## config.mk

```make
export PLATFORM = sky130hd
export DESIGN_NAME = dshot_gcr_telemetry_decoder_top
export DESIGN_NICKNAME = d
export VERILOG_FILES = /design/src/rtl/core/dgtd_pkg.sv /design/src/rtl/core/dgtd_frame.sv /design/src/rtl/core/dgtd_divider.sv /design/src/rtl/core/dshot_gcr_telemetry_decoder_top.sv
export SDC_FILE = /design/constraint.sdc
export NUM_CORES = 1
export LEC_CHECK = 0
export BUFFER_PORTS_ARGS = -buffer_cell sky130_fd_sc_hd__buf_2
export CAP_MARGIN = 20
export CORE_UTILIZATION = 48
export CTS_BUF_LIST = sky130_fd_sc_hd__clkbuf_8
export DETAILED_ROUTE_END_ITERATION = 8
export PLACE_DENSITY_LB_ADDON = 0.12
export SLEW_MARGIN = 20
export SYNTH_ARGS = -nofsm -noshare
export SYNTH_HDL_FRONTEND = slang
export SYNTH_HIERARCHICAL = 1
export SYNTH_SLANG_ARGS = --single-unit
```

## constraint.sdc

```tcl
create_clock -name aclk -period 5 [get_ports aclk]
set_input_delay 0.25 -clock aclk [delete_from_list [all_inputs] [get_ports aclk]]
set_output_delay 0.25 -clock aclk [all_outputs]
set_load 0.05 [all_outputs]
```

## src/rtl/core/dgtd_pkg.sv

```systemverilog
// ----------------------------------------------------------------------------
// dgtd_pkg
// Shared types, constants and table lookups for the DShot GCR telemetry decoder.
// ----------------------------------------------------------------------------
package dgtd_pkg;

    localparam logic [4:0]  FRAME_LEN  = 5'd21;
    localparam logic [4:0]  BITS_SAT   = 5'd22;
    localparam int          ERPM_W     = 20;
    localparam int          PERIOD_W   = 16;
    localparam logic [ERPM_W-1:0] ERPM_SCALE = 20'd600000;
    localparam logic [11:0] STOP_CODE  = 12'hFFF;
    localparam logic [3:0]  CSUM_OK    = 4'hF;
    localparam logic [4:0]  DIV_LAST   = 5'd19;

    localparam logic [3:0] GCR_TABLE [32] = '{
        4'd0, 4'd0, 4'd0, 4'd0, 4'd0, 4'd0, 4'd0, 4'd0,
        4'd0, 4'd9, 4'd10, 4'd11, 4'd0, 4'd13, 4'd14, 4'd15,
        4'd0, 4'd0, 4'd2, 4'd3, 4'd0, 4'd5, 4'd6, 4'd7,
        4'd0, 4'd0, 4'd8, 4'd1, 4'd0, 4'd4, 4'd12, 4'd0
    };

    typedef enum logic [2:0] {
        ST_IDLE,
        ST_RUN,
        ST_TAIL,
        ST_CHECK,
        ST_DIVIDE,
        ST_DELIVER
    } state_t;

    typedef struct packed {
        logic load_edge;
        logic add_tail;
        logic clear;
    } frm_cmd_t;

    typedef struct packed {
        logic [20:0] frame;
        logic [4:0]  bits;
        logic        run_err;
    } frm_stat_t;

    // 5b/4b decode of the low 20 frame bits, lowest group into lowest nibble
    function automatic logic [15:0] gcr_decode(input logic [19:0] code);
        logic [15:0] word;
        word = '0;
        for (int g = 0; g < 4; g++) begin
            word[4*g +: 4] = GCR_TABLE[code[5*g +: 5]];
        end
        return word;
    endfunction

    function automatic logic [3:0] nibble_csum(input logic [15:0] word);
        return word[15:12] ^ word[11:8] ^ word[7:4] ^ word[3:0];
    endfunction

endpackage

```

## src/rtl/core/dgtd_frame.sv

```systemverilog
// ----------------------------------------------------------------------------
// dgtd_frame
// Edge gap to bit-run conversion and 21-bit frame assembly.
// ----------------------------------------------------------------------------
module dgtd_frame #(
    parameter int STAMP_BITS = 32
) (
    input  logic                    aclk,
    input  logic                    aresetn,
    input  logic [STAMP_BITS-1:0]   edge_time,
    input  dgtd_pkg::frm_cmd_t      cmd,
    output dgtd_pkg::frm_stat_t     stat
);
    import dgtd_pkg::*;

    localparam int LEN_W = STAMP_BITS - 3;

    logic [STAMP_BITS-1:0] prev_reg, prev_next;
    logic                  seen_reg, seen_next;
    logic [4:0]            bits_reg, bits_next;
    logic [20:0]           frame_reg, frame_next;
    logic                  err_reg, err_next;

    logic [STAMP_BITS-1:0] gap;
    logic [STAMP_BITS:0]   gap_round;
    logic [LEN_W-1:0]      gap_len;
    logic [LEN_W-1:0]      run_len;
    logic [4:0]            sh;
    logic [5:0]            bits_sum;
    logic                  run_en;

    assign gap       = edge_time - prev_reg;
    assign gap_round = {1'b0, gap} + (STAMP_BITS+1)'(8);
    assign gap_len   = gap_round[STAMP_BITS:4];
    assign run_len   = cmd.add_tail ? LEN_W'(FRAME_LEN - bits_reg) : gap_len;
    assign sh        = run_len[4:0];
    assign bits_sum  = {1'b0, bits_reg} + {1'b0, sh};

    assign run_en = (cmd.load_edge && seen_reg && (bits_reg < FRAME_LEN)) ||
                    (cmd.add_tail && (bits_reg < FRAME_LEN) && !err_reg);

    always_comb begin
        prev_next  = prev_reg;
        seen_next  = seen_reg;
        bits_next  = bits_reg;
        frame_next = frame_reg;
        err_next   = err_reg;
        if (cmd.clear) begin
            prev_next  = '0;
            seen_next  = 1'b0;
            bits_next  = '0;
            frame_next = '0;
            err_next   = 1'b0;
        end else begin
            if (cmd.load_edge) begin
                prev_next = edge_time;
                seen_next = 1'b1;
            end
            if (run_en) begin
                if (run_len == '0) begin
                    err_next = 1'b1;
                end else begin
                    // saturate the count, drop the frame on an overlong run
                    if (run_len > LEN_W'(BITS_SAT) || bits_sum > 6'(BITS_SAT)) begin
                        bits_next = BITS_SAT;
                    end else begin
                        bits_next = bits_sum[4:0];
                    end
                    if (run_len > LEN_W'(FRAME_LEN)) begin
                        frame_next = '0;
                    end else begin
                        frame_next = (frame_reg << sh) | (21'd1 << (sh - 5'd1));
                    end
                end
            end
        end
    end

    always_ff @(posedge aclk) begin
        if (!aresetn) begin
            prev_reg  <= '0;
            seen_reg  <= 1'b0;
            bits_reg  <= '0;
            frame_reg <= '0;
            err_reg   <= 1'b0;
        end else begin
            prev_reg  <= prev_next;
            seen_reg  <= seen_next;
            bits_reg  <= bits_next;
            frame_reg <= frame_next;
            err_reg   <= err_next;
        end
    end

    assign stat.frame   = frame_reg;
    assign stat.bits    = bits_reg;
    assign stat.run_err = err_reg;

endmodule

```

## src/rtl/core/dgtd_divider.sv

```systemverilog
// ----------------------------------------------------------------------------
// dgtd_divider
// Restoring divider, one quotient bit per cycle on a shared subtractor.
// ----------------------------------------------------------------------------
module dgtd_divider (
    input  logic                          aclk,
    input  logic                          aresetn,
    input  logic                          start,
    input  logic [dgtd_pkg::ERPM_W-1:0]   dividend,
    input  logic [dgtd_pkg::PERIOD_W-1:0] divisor,
    output logic                          busy,
    output logic                          done,
    output logic [dgtd_pkg::ERPM_W-1:0]   quotient
);
    import dgtd_pkg::*;

    logic [PERIOD_W-1:0] rem_reg, rem_next;
    logic [ERPM_W-1:0]   quo_reg, quo_next;
    logic [PERIOD_W-1:0] den_reg, den_next;
    logic [4:0]          cnt_reg, cnt_next;
    logic                busy_reg, busy_next;
    logic                done_reg, done_next;

    logic [PERIOD_W:0]   trial;
    logic [PERIOD_W:0]   diff;
    logic                take;

    assign trial = {rem_reg, quo_reg[ERPM_W-1]};
    assign diff  = trial - {1'b0, den_reg};
    assign take  = (trial >= {1'b0, den_reg});

    always_comb begin
        rem_next  = rem_reg;
        quo_next  = quo_reg;
        den_next  = den_reg;
        cnt_next  = cnt_reg;
        busy_next = busy_reg;
        done_next = 1'b0;
        if (start) begin
            rem_next  = '0;
            quo_next  = dividend;
            den_next  = divisor;
            cnt_next  = '0;
            busy_next = 1'b1;
        end else if (busy_reg) begin
            // remainder stays below the divisor, so the top bit drops out
            rem_next = take ? diff[PERIOD_W-1:0] : trial[PERIOD_W-1:0];
            quo_next = {quo_reg[ERPM_W-2:0], take};
            cnt_next = cnt_reg + 5'd1;
            if (cnt_reg == DIV_LAST) begin
                busy_next = 1'b0;
                done_next = 1'b1;
            end
        end
    end

    always_ff @(posedge aclk) begin
        if (!aresetn) begin
            cnt_reg  <= '0;
            busy_reg <= 1'b0;
            done_reg <= 1'b0;
        end else begin
            cnt_reg  <= cnt_next;
            busy_reg <= busy_next;
            done_reg <= done_next;
        end
    end

    always_ff @(posedge aclk) begin
        rem_reg <= rem_next;
        quo_reg <= quo_next;
        den_reg <= den_next;
    end

    assign busy     = busy_reg;
    assign done     = done_reg;
    assign quotient = quo_reg;

endmodule

```

## src/rtl/core/dshot_gcr_telemetry_decoder_top.sv

```systemverilog
// ----------------------------------------------------------------------------
// dshot_gcr_telemetry_decoder_top
// Bidirectional DShot eRPM telemetry decoder from edge timestamps.
//
//   Channel  Dir  Word contents (lowest bit up)        Word meaning
//   s_*      in   tdata: edge_time[31:0]; tlast        one captured line edge
//   m_*      out  tdata: erpm_value[19:0], 0-pad;      one result per frame
//                 tuser: packet_valid
//
// A non-last edge passes accept and run update. The last edge passes through
// accept, run update, tail pad, GCR check, divide (20 quotient bits, then the
// done flag) and delivery; a rejected or stop-code frame skips the divide.
// Reset is synchronous, active low, and clears the frame and all control.
// A result waiting on m_tready holds the sequencer at delivery; the input
// side is ready only while the sequencer is idle.
// ----------------------------------------------------------------------------
module dshot_gcr_telemetry_decoder_top #(
    parameter int STAMP_BITS = 32
) (
    input  logic        aclk,
    input  logic        aresetn,
    input  logic        s_tvalid,
    output logic        s_tready,
    input  logic [31:0] s_tdata,     // [31:0] edge_time
    input  logic        s_tlast,     // last_edge
    output logic        m_tvalid,
    input  logic        m_tready,
    output logic [23:0] m_tdata,     // [19:0] erpm_value, [23:20] zero
    output logic        m_tuser      // [0] packet_valid
);
    import dgtd_pkg::*;

    state_t state_reg, state_next;

    // captured edge word
    logic [STAMP_BITS-1:0] edge_reg, edge_next;
    logic                  last_reg, last_next;

    // result waiting for the output register
    logic [ERPM_W-1:0]     res_erpm_reg, res_erpm_next;
    logic                  res_ok_reg, res_ok_next;

    // output register
    logic                  m_tvalid_reg, m_tvalid_next;
    logic [ERPM_W-1:0]     out_erpm_reg, out_erpm_next;
    logic                  out_ok_reg, out_ok_next;

    frm_cmd_t              frm_cmd;
    frm_stat_t             frm_stat;

    logic                  div_start;
    logic                  div_busy;
    logic                  div_done;
    logic [ERPM_W-1:0]     div_quot;
    logic [ERPM_W-1:0]     div_dividend;

    logic                  s_accept;
    logic                  out_free;
    logic [15:0]           gcr_word;
    logic [11:0]           payload;
    logic [PERIOD_W-1:0]   period;
    logic                  frame_bad;

    // ready is high exactly in idle
    assign s_accept = s_tvalid && (state_reg == ST_IDLE);
    assign out_free = !m_tvalid_reg || m_tready;

    // decode path, used in the check state
    assign gcr_word     = gcr_decode(frm_stat.frame[19:0]);
    assign payload      = gcr_word[15:4];
    assign period       = PERIOD_W'({7'd0, payload[8:0]} << payload[11:9]);
    assign frame_bad    = frm_stat.run_err || (frm_stat.bits != FRAME_LEN) ||
                          (nibble_csum(gcr_word) != CSUM_OK);
    assign div_dividend = ERPM_SCALE + ERPM_W'(period >> 1);

    dgtd_frame #(
        .STAMP_BITS (STAMP_BITS)
    ) u_frame (
        .aclk      (aclk),
        .aresetn   (aresetn),
        .edge_time (edge_reg),
        .cmd       (frm_cmd),
        .stat      (frm_stat)
    );

    dgtd_divider u_divider (
        .aclk     (aclk),
        .aresetn  (aresetn),
        .start    (div_start),
        .dividend (div_dividend),
        .divisor  (period),
        .busy     (div_busy),
        .done     (div_done),
        .quotient (div_quot)
    );

    always_ff @(posedge aclk) begin
        if (!aresetn) begin
            state_reg    <= ST_IDLE;
            m_tvalid_reg <= 1'b0;
        end else begin
            state_reg    <= state_next;
            m_tvalid_reg <= m_tvalid_next;
        end
    end

    always_ff @(posedge aclk) begin
        edge_reg     <= edge_next;
        last_reg     <= last_next;
        res_erpm_reg <= res_erpm_next;
        res_ok_reg   <= res_ok_next;
        out_erpm_reg <= out_erpm_next;
        out_ok_reg   <= out_ok_next;
    end

    always_comb begin
        state_next    = state_reg;
        edge_next     = edge_reg;
        last_next     = last_reg;
        res_erpm_next = res_erpm_reg;
        res_ok_next   = res_ok_reg;
        out_erpm_next = out_erpm_reg;
        out_ok_next   = out_ok_reg;
        m_tvalid_next = m_tvalid_reg && !m_tready;
        s_tready      = 1'b0;
        frm_cmd       = '0;
        div_start     = 1'b0;

        unique case (state_reg)
            ST_IDLE: begin
                s_tready = 1'b1;
                if (s_accept) begin
                    edge_next  = s_tdata[STAMP_BITS-1:0];
                    last_next  = s_tlast;
                    state_next = ST_RUN;
                end
            end
            ST_RUN: begin
                // close the run ending at this edge
                frm_cmd.load_edge = 1'b1;
                state_next = last_reg ? ST_TAIL : ST_IDLE;
            end
            ST_TAIL: begin
                frm_cmd.add_tail = 1'b1;
                state_next = ST_CHECK;
            end
            ST_CHECK: begin
                // frame is consumed here; clear it for the next one
                frm_cmd.clear = 1'b1;
                priority if (frame_bad || (payload != STOP_CODE && period == '0)) begin
                    res_erpm_next = '0;
                    res_ok_next   = 1'b0;
                    state_next    = ST_DELIVER;
                end else if (payload == STOP_CODE) begin
                    res_erpm_next = '0;
                    res_ok_next   = 1'b1;
                    state_next    = ST_DELIVER;
                end else begin
                    div_start  = 1'b1;
                    state_next = ST_DIVIDE;
                end
            end
            ST_DIVIDE: begin
                if (div_done) begin
                    res_erpm_next = div_quot;
                    res_ok_next   = 1'b1;
                    state_next    = ST_DELIVER;
                end
            end
            ST_DELIVER: begin
                // hold until the output register is free
                if (out_free) begin
                    out_erpm_next = res_erpm_reg;
                    out_ok_next   = res_ok_reg;
                    m_tvalid_next = 1'b1;
                    state_next    = ST_IDLE;
                end
            end
            default: begin
                state_next = ST_IDLE;
            end
        endcase
    end

    assign m_tvalid = m_tvalid_reg;
    assign m_tdata  = {4'd0, out_erpm_reg};
    assign m_tuser  = out_ok_reg;

    a_ready_not_dividing: assert property (@(posedge aclk) disable iff (!aresetn)
        s_tready |-> !div_busy)
        else $error("input ready while divider busy");

    a_start_enters_divide: assert property (@(posedge aclk) disable iff (!aresetn)
        div_start |=> (state_reg == ST_DIVIDE))
        else $error("divider started outside check");

    a_invalid_is_zero: assert property (@(posedge aclk) disable iff (!aresetn)
        (m_tvalid && !m_tuser) |-> (m_tdata == '0))
        else $error("invalid packet with non-zero value");

    a_bits_saturate: assert property (@(posedge aclk) disable iff (!aresetn)
        frm_stat.bits <= BITS_SAT)
        else $error("bit count beyond saturation");

    a_erpm_range: assert property (@(posedge aclk) disable iff (!aresetn)
        m_tvalid |-> (m_tdata[19:0] <= ERPM_SCALE))
        else $error("erpm value out of range");

endmodule
```

# Word-level counts from Yosys, hierarchy flattened
# Memories as Yosys holds them, arrays and structs flattened.
# Index checks and enable logic that the tools add are counted.
# W data, S select, Z words.
[word_totals] ff_bits=198 latch_bits=0 mem_bits_rw=0 mem_bits_ro=512 input_bits=37 output_inout_bits=27 wordCells=140 mem_count=4
[mem_list] name="(no name shown)" words=32 word_bits=4 read_ports=1 rd_ports_with_merged_regs=0 write_ports=0 line="dgtd_pkg.sv:49" rtl="word[4*g +: 4] = GCR_TABLE[code[5*g +: 5]];"
[mem_list] name="(no name shown)" words=32 word_bits=4 read_ports=1 rd_ports_with_merged_regs=0 write_ports=0 line="dgtd_pkg.sv:49"
[mem_list] name="(no name shown)" words=32 word_bits=4 read_ports=1 rd_ports_with_merged_regs=0 write_ports=0 line="dgtd_pkg.sv:49"
[mem_list] name="(no name shown)" words=32 word_bits=4 read_ports=1 rd_ports_with_merged_regs=0 write_ports=0 line="dgtd_pkg.sv:49"
[op_classes] n_addsub=8 mul=0 n_div=0 magnitude_cmp=9 n_eq_ne=14 shifts=3 mux=42 n_bitwise=11 n_reduce_logical=30
[ops] cell="$mux W20" count=5
[ops] cell="$gt A29 B5 Y1 const B" count=2
[ops] cell="$pmux W20 S2" count=1
[ops] cell="$add A32 B4 Y33 const B" count=1
[ops] cell="$mux W4" count=8
[ops] cell="$sub A32 B32 Y32" count=1
[ops] cell="$logic_not A29 Y1" count=1
[ops] cell="$mux W29" count=1
[ops] cell="$ge A6 B6 Y1 const B" count=4
[ops] cell="$not A5 Y6" count=4
[ops] cell="$mux W21" count=1
[ops] cell="$or A21 B21 Y21" count=1
[ops] cell="$shl A1 B5 Y21 const A" count=1
[ops] cell="$shl A21 B5 Y21" count=1
[ops] cell="$add A20 B15 Y20 const A" count=1
[ops] cell="$mux W1" count=18
[ops] cell="$pmux W3 S6" count=1
[ops] cell="$ge A17 B16 Y1" count=1
[ops] cell="$logic_not A16 Y1" count=1
[ops] cell="$mux W16" count=1
[ops] cell="$shl A9 B3 Y16" count=1
[ops] cell="$sub A16 B16 Y16" count=1
[ops] cell="$eq A12 B12 Y1 const B" count=1
[ops] cell="$ne A12 B12 Y1 const B" count=1
[ops] cell="30 further kinds" count=58

# Longest topological paths before layout
[logic_depth] ltp_word=13 mapped_depth=22 ltp_nobuf=21

# By module
# The synthesis kept the hierarchy.
[modules_own_cells] module="dgtd_frame" instances=1 cells_per_inst=808 area_per_inst_um2=6147.1 seq_area_each_um2=1201.2
[modules_own_cells] module="dshot_gcr_telemetry_decoder_top" instances=1 cells_per_inst=384 area_per_inst_um2=4406.7 seq_area_each_um2=2332.2
[modules_own_cells] module="dgtd_divider" instances=1 cells_per_inst=323 area_per_inst_um2=3326.9 seq_area_each_um2=1541.5

# Worst setup path after synthesis
# Ideal clock, no wire load.
[synth_timing] path_type="reg-to-reg" from="register edge_reg[1]" to="register u_frame.bits_reg[1]" setup_ns=0.119 arrival_ns=4.383 required_time_ns=4.881 setup_slack_ns=0.498 stages_incl_launch_ff=21 n_path_buf=2 period_less_slack_ns=4.502 cell_sequence="edfxtp_1 ha_1 or3_4 a21oi_4 o21a_1 or2_2 ha_1 o2111ai_1 nor3b_1 xnor2_1 o21ai_1 clkbuf_1 clkbuf_1 ha_1 o21ai_0 nand2b_1 xnor2_1 a21oi_1 nor4b_1 nand3_1 o221a_1"
[synth_via] elab_chain_cells=7 word_cells_on_any_way=11 classes_between="add/sub (3); order compare (2); mux (2); bitwise (1); reduce/logical (3)"
[synth_rtl] item="from (decl)" line="dshot_gcr_telemetry_decoder_top.sv:36" rtl="logic [STAMP_BITS-1:0] edge_reg, edge_next;"
[synth_rtl] item="from (signal assigned)" line="dshot_gcr_telemetry_decoder_top.sv:108" rtl="edge_reg <= edge_next;"
[synth_rtl] item="$sub A32 B32 Y32 *" line="dgtd_frame.sv:32" rtl="assign gap = edge_time - prev_reg;"
[synth_rtl] item="$add A32 B4 Y33 *" line="dgtd_frame.sv:33" rtl="assign gap_round = {1'b0, gap} + (STAMP_BITS+1)'(8);"
[synth_rtl] item="$mux W29 *" line="dgtd_frame.sv:35" rtl="assign run_len = cmd.add_tail ? LEN_W'(FRAME_LEN - bits_reg) : gap_len;"
[synth_rtl] item="$add A5 B5 Y6" line="dgtd_frame.sv:37" rtl="assign bits_sum = {1'b0, bits_reg} + {1'b0, sh};"
[synth_rtl] item="$gt A6 B5 Y1" line="dgtd_frame.sv:64" rtl="if (run_len > LEN_W'(BITS_SAT) || bits_sum > 6'(BITS_SAT)) begin"
[synth_rtl] item="$logic_or A1 B1 Y1" line="dgtd_frame.sv:64"
[synth_rtl] item="$mux W5" line="dgtd_frame.sv:64"
[synth_rtl] item="to (signal assigned)" line="dgtd_frame.sv:89" rtl="bits_reg <= bits_next;"
[synth_rtl] item="to (decl)" line="dgtd_frame.sv:20" rtl="logic [4:0] bits_reg, bits_next;"
# Mark *: on every way between the ends. The rest lies on a longest branch, timed or not.
# A chain may end at the register's enable or synchronous reset.

# Final worst setup path
[layout_timing] from="register edge_reg[5]" to="register u_frame.frame_reg[19]"
[layout_via] elab_chain_cells=7 word_cells_on_any_way=12 classes_between="add/sub (3); order compare (1); shift (2); mux (2); bitwise (2); reduce/logical (2)"
[layout_rtl] item="$sub A32 B32 Y32 *" line="dgtd_frame.sv:32"
[layout_rtl] item="$add A32 B4 Y33 *" line="dgtd_frame.sv:33"
[layout_rtl] item="$mux W29 *" line="dgtd_frame.sv:35"
[layout_rtl] item="parallel branches: the longest is 4 deep, another holds $gt A29 B5 Y1"
[layout_rtl] item="to (signal assigned)" line="dgtd_frame.sv:90" rtl="frame_reg <= frame_next;"
[layout_rtl] item="to (decl)" line="dgtd_frame.sv:21" rtl="logic [20:0] frame_reg, frame_next;"
# Mark *: on every way between the ends.

==> results.sh <==
export IMPL_grt_pass1_wl_um=51780
export IMPL_r2r_start="edge_reg[5]$_DFFE_PP_"
export IMPL_start_kind="flop"
export IMPL_hold_depth=5
export IMPL_drv_slew=0
export IMPL_dp_hpwl_um=22840
export IMPL_cts_sinks=197
export IMPL_wire_per_inst_um=15.92
export IMPL_postSynthCellCount=1504
export IMPL_p_leak_nw=5.768
export IMPL_drive_above_1_share=0.1230
export IMPL_vdd_drop_max_uv=233.7
export IMPL_finalCritPeriodShare=0.9208
export IMPL_period_minus_slack_ns=4.604
export IMPL_synth_area_mm2=0.01380
export IMPL_postRouteWirelength_um=31120
export IMPL_area_growth_pct=10.04
export IMPL_drc=0
export IMPL_critical_path_class="reg -> reg"
export IMPL_gp_congestion=0.9101
export IMPL_setup_viol=0
export IMPL_power_density_mw_per_mm2=314.7
export IMPL_io_buffers=59
export IMPL_io_pins=64
export IMPL_post_cts_setup_buffers=0
export IMPL_grt_max_degree=37
export IMPL_critPathArrivalTime_ns=5.04
export IMPL_dieWidth_um=171.6
export IMPL_max_cap_violations=0
export IMPL_dieHeight_um=171.6
export IMPL_r2r_cells=14
export IMPL_multi_input_area_mm2=0.008053
export IMPL_fin_ws_ns=0.3961
export IMPL_cts_tree="yes"
export IMPL_diodes=0
export IMPL_r2r_setup_slack_ns=0.40
export IMPL_grt_pass1_vias=10380
export IMPL_r2r_end="u_frame/frame_reg[19]$_SDFFE_PP0P_"
export IMPL_max_freq_mhz=217.2
export IMPL_coreArea_mm2=0.02801
export IMPL_seqCellArea_mm2=0.005055
export IMPL_antenna_found_initial=0
export IMPL_root_buffer="clkbuf_8"
export IMPL_rows=61
export IMPL_hp_class="in -> reg"
export IMPL_firstDrtPassIters=5
export IMPL_finClkSkew_ns=0.02073
export IMPL_nets=1676
export IMPL_num_vias=11090
export IMPL_end_kind="flop"
export IMPL_holdPathEnd="state_reg[0]$_SDFFE_PN0P_"
export IMPL_numCtsBuffers=17
export IMPL_hold_viol=0
export IMPL_yosys_warnings=6
export IMPL_start_util=0.4928
export IMPL_overflow=0
export IMPL_drt_initial_drc_count=756
export IMPL_via_per_inst=5.673
export IMPL_cp_required_ns=5.44
export IMPL_clk_pin_slew_ns=0.13
export IMPL_pre_cts_slack_ns=0.3253
export IMPL_grtUsageTotal=0.2213
export IMPL_die_area_mm2=0.02944
export IMPL_cts_max_level=4
export IMPL_ctsLongestPathBuffers=2
export IMPL_clk_latency_ns=0.51
export IMPL_run_status="complete, no violations"
export IMPL_worstMarginPinSlew_ns=0.7771
export IMPL_worst_path_max_fanout=12
export IMPL_nFillCells=2562
export IMPL_hold_path_startpoint="s_tvalid"
export IMPL_layout_cells_non_filler=1955
export IMPL_ant_nets=0
export IMPL_avgSynthCellArea_um2=9.179
export IMPL_slew_headroom=0.4775
export IMPL_dp_cells=1889
## report_power, final
group          leakage, nW  switching [mW]  internal [mW]
combinational         3.81            1.12          0.692
clock                0.224           0.718          0.414
sequential            1.73          0.0527           1.78
total                 5.77            1.89           2.89
## metal layers
layer  vias to the layer above  share of wire  global-route usage
li1                       5642              -                   -
met1                      5167           0.47              0.2913
met2                       245           0.47              0.3670
met3                        37          0.035             0.02853
met4                         0          0.020             0.08734
met5                         -              0                   0
## critical path: stages (launching register included)
cell and delay, ns:
edfxtp_1 0.42, ha_1 0.46, a21o_1 0.27, a311o_1 0.38, o211ai_1 0.22, o21ai_0 0.19, a311oi_2 0.37, and4_1 0.38
nand4_1 0.23, o31a_1 0.35, a211oi_2 0.18, o2111ai_2 0.17, o31ai_4 0.33, nand3_1 0.32, o22ai_1 0.25
## worst max-delay path by stage
| stage | from | endpoint | slack, ns | cells past startpoint |
|---|---|---|---|---|
| CTS | edge_reg[3]$_DFFE_PP_ | u_frame/frame_reg[2]$_SDFFE_PP0P_ | 0.28 | 17 |
| detailed placement | edge_reg[3]$_DFFE_PP_ | u_frame/frame_reg[2]$_SDFFE_PP0P_ | 0.33 | 17 |
| finish | edge_reg[5]$_DFFE_PP_ | u_frame/frame_reg[19]$_SDFFE_PP0P_ | 0.40 | 14 |
| global placement | edge_reg[3]$_DFFE_PP_ | u_frame/frame_reg[16]$_SDFFE_PP0P_ | 0.43 | 17 |
| floorplan | edge_reg[1]$_DFFE_PP_ | u_frame/bits_reg[1]$_SDFFE_PP0P_ | 0.50 | 20 |
| global route | edge_reg[6]$_DFFE_PP_ | u_frame/bits_reg[2]$_SDFFE_PP0P_ | -0.05 | 15 |
## through the flow
stage                     setup TNS [ns]    util  hold WS (ns)  area, µm²  power, mW
after global routing             -0.1039  0.5423        0.3642      15190      5.078
final                                  0  0.5423        0.3513      15190      4.780
after detailed placement               0  0.5134        0.4045      14380      3.639
after global placement                 0  0.5134        0.4008      14380      3.635
after CTS                              0  0.5419        0.3103      15180      4.807
after floorplan                        0       -        0.3489      13830      3.268
## layout make-up
cell class	count	area share
flip-flops and latches	197	0.3328
inverters	94	0.02323
clock inverters	15	0.01466
multi-input cells	1139	0.5301
clock buffers	17	0.01540
well taps	378	0.03113
repair buffers	115	0.05271
## cells in the final DEF, fill, tap and decap left out, drive strengths merged, types with 21 or more instances in the layout
master	count
nor2	127
nand2	120
edfxtp	111
inv	101
a21oi	97
mux2i	89
dfxtp	86
buf	81
ha	73
o21ai	71
nand3	39
xnor2	38
and2	38
dlygate4sd3	34
mux2	31
nor3	27
xor2	26
nand2b	25
a211oi	25
nand4	22
o211ai	21
## timing repair
| action | CTS | global route |
|---|---|---|
| hold endpoints to repair | 34 | 0 |
| hold buffers | 34 | 0 |
| resized for setup | 0 | 1 |
| setup endpoints to repair | 0 | 16 |
Power figures use the tool's default switching activity.
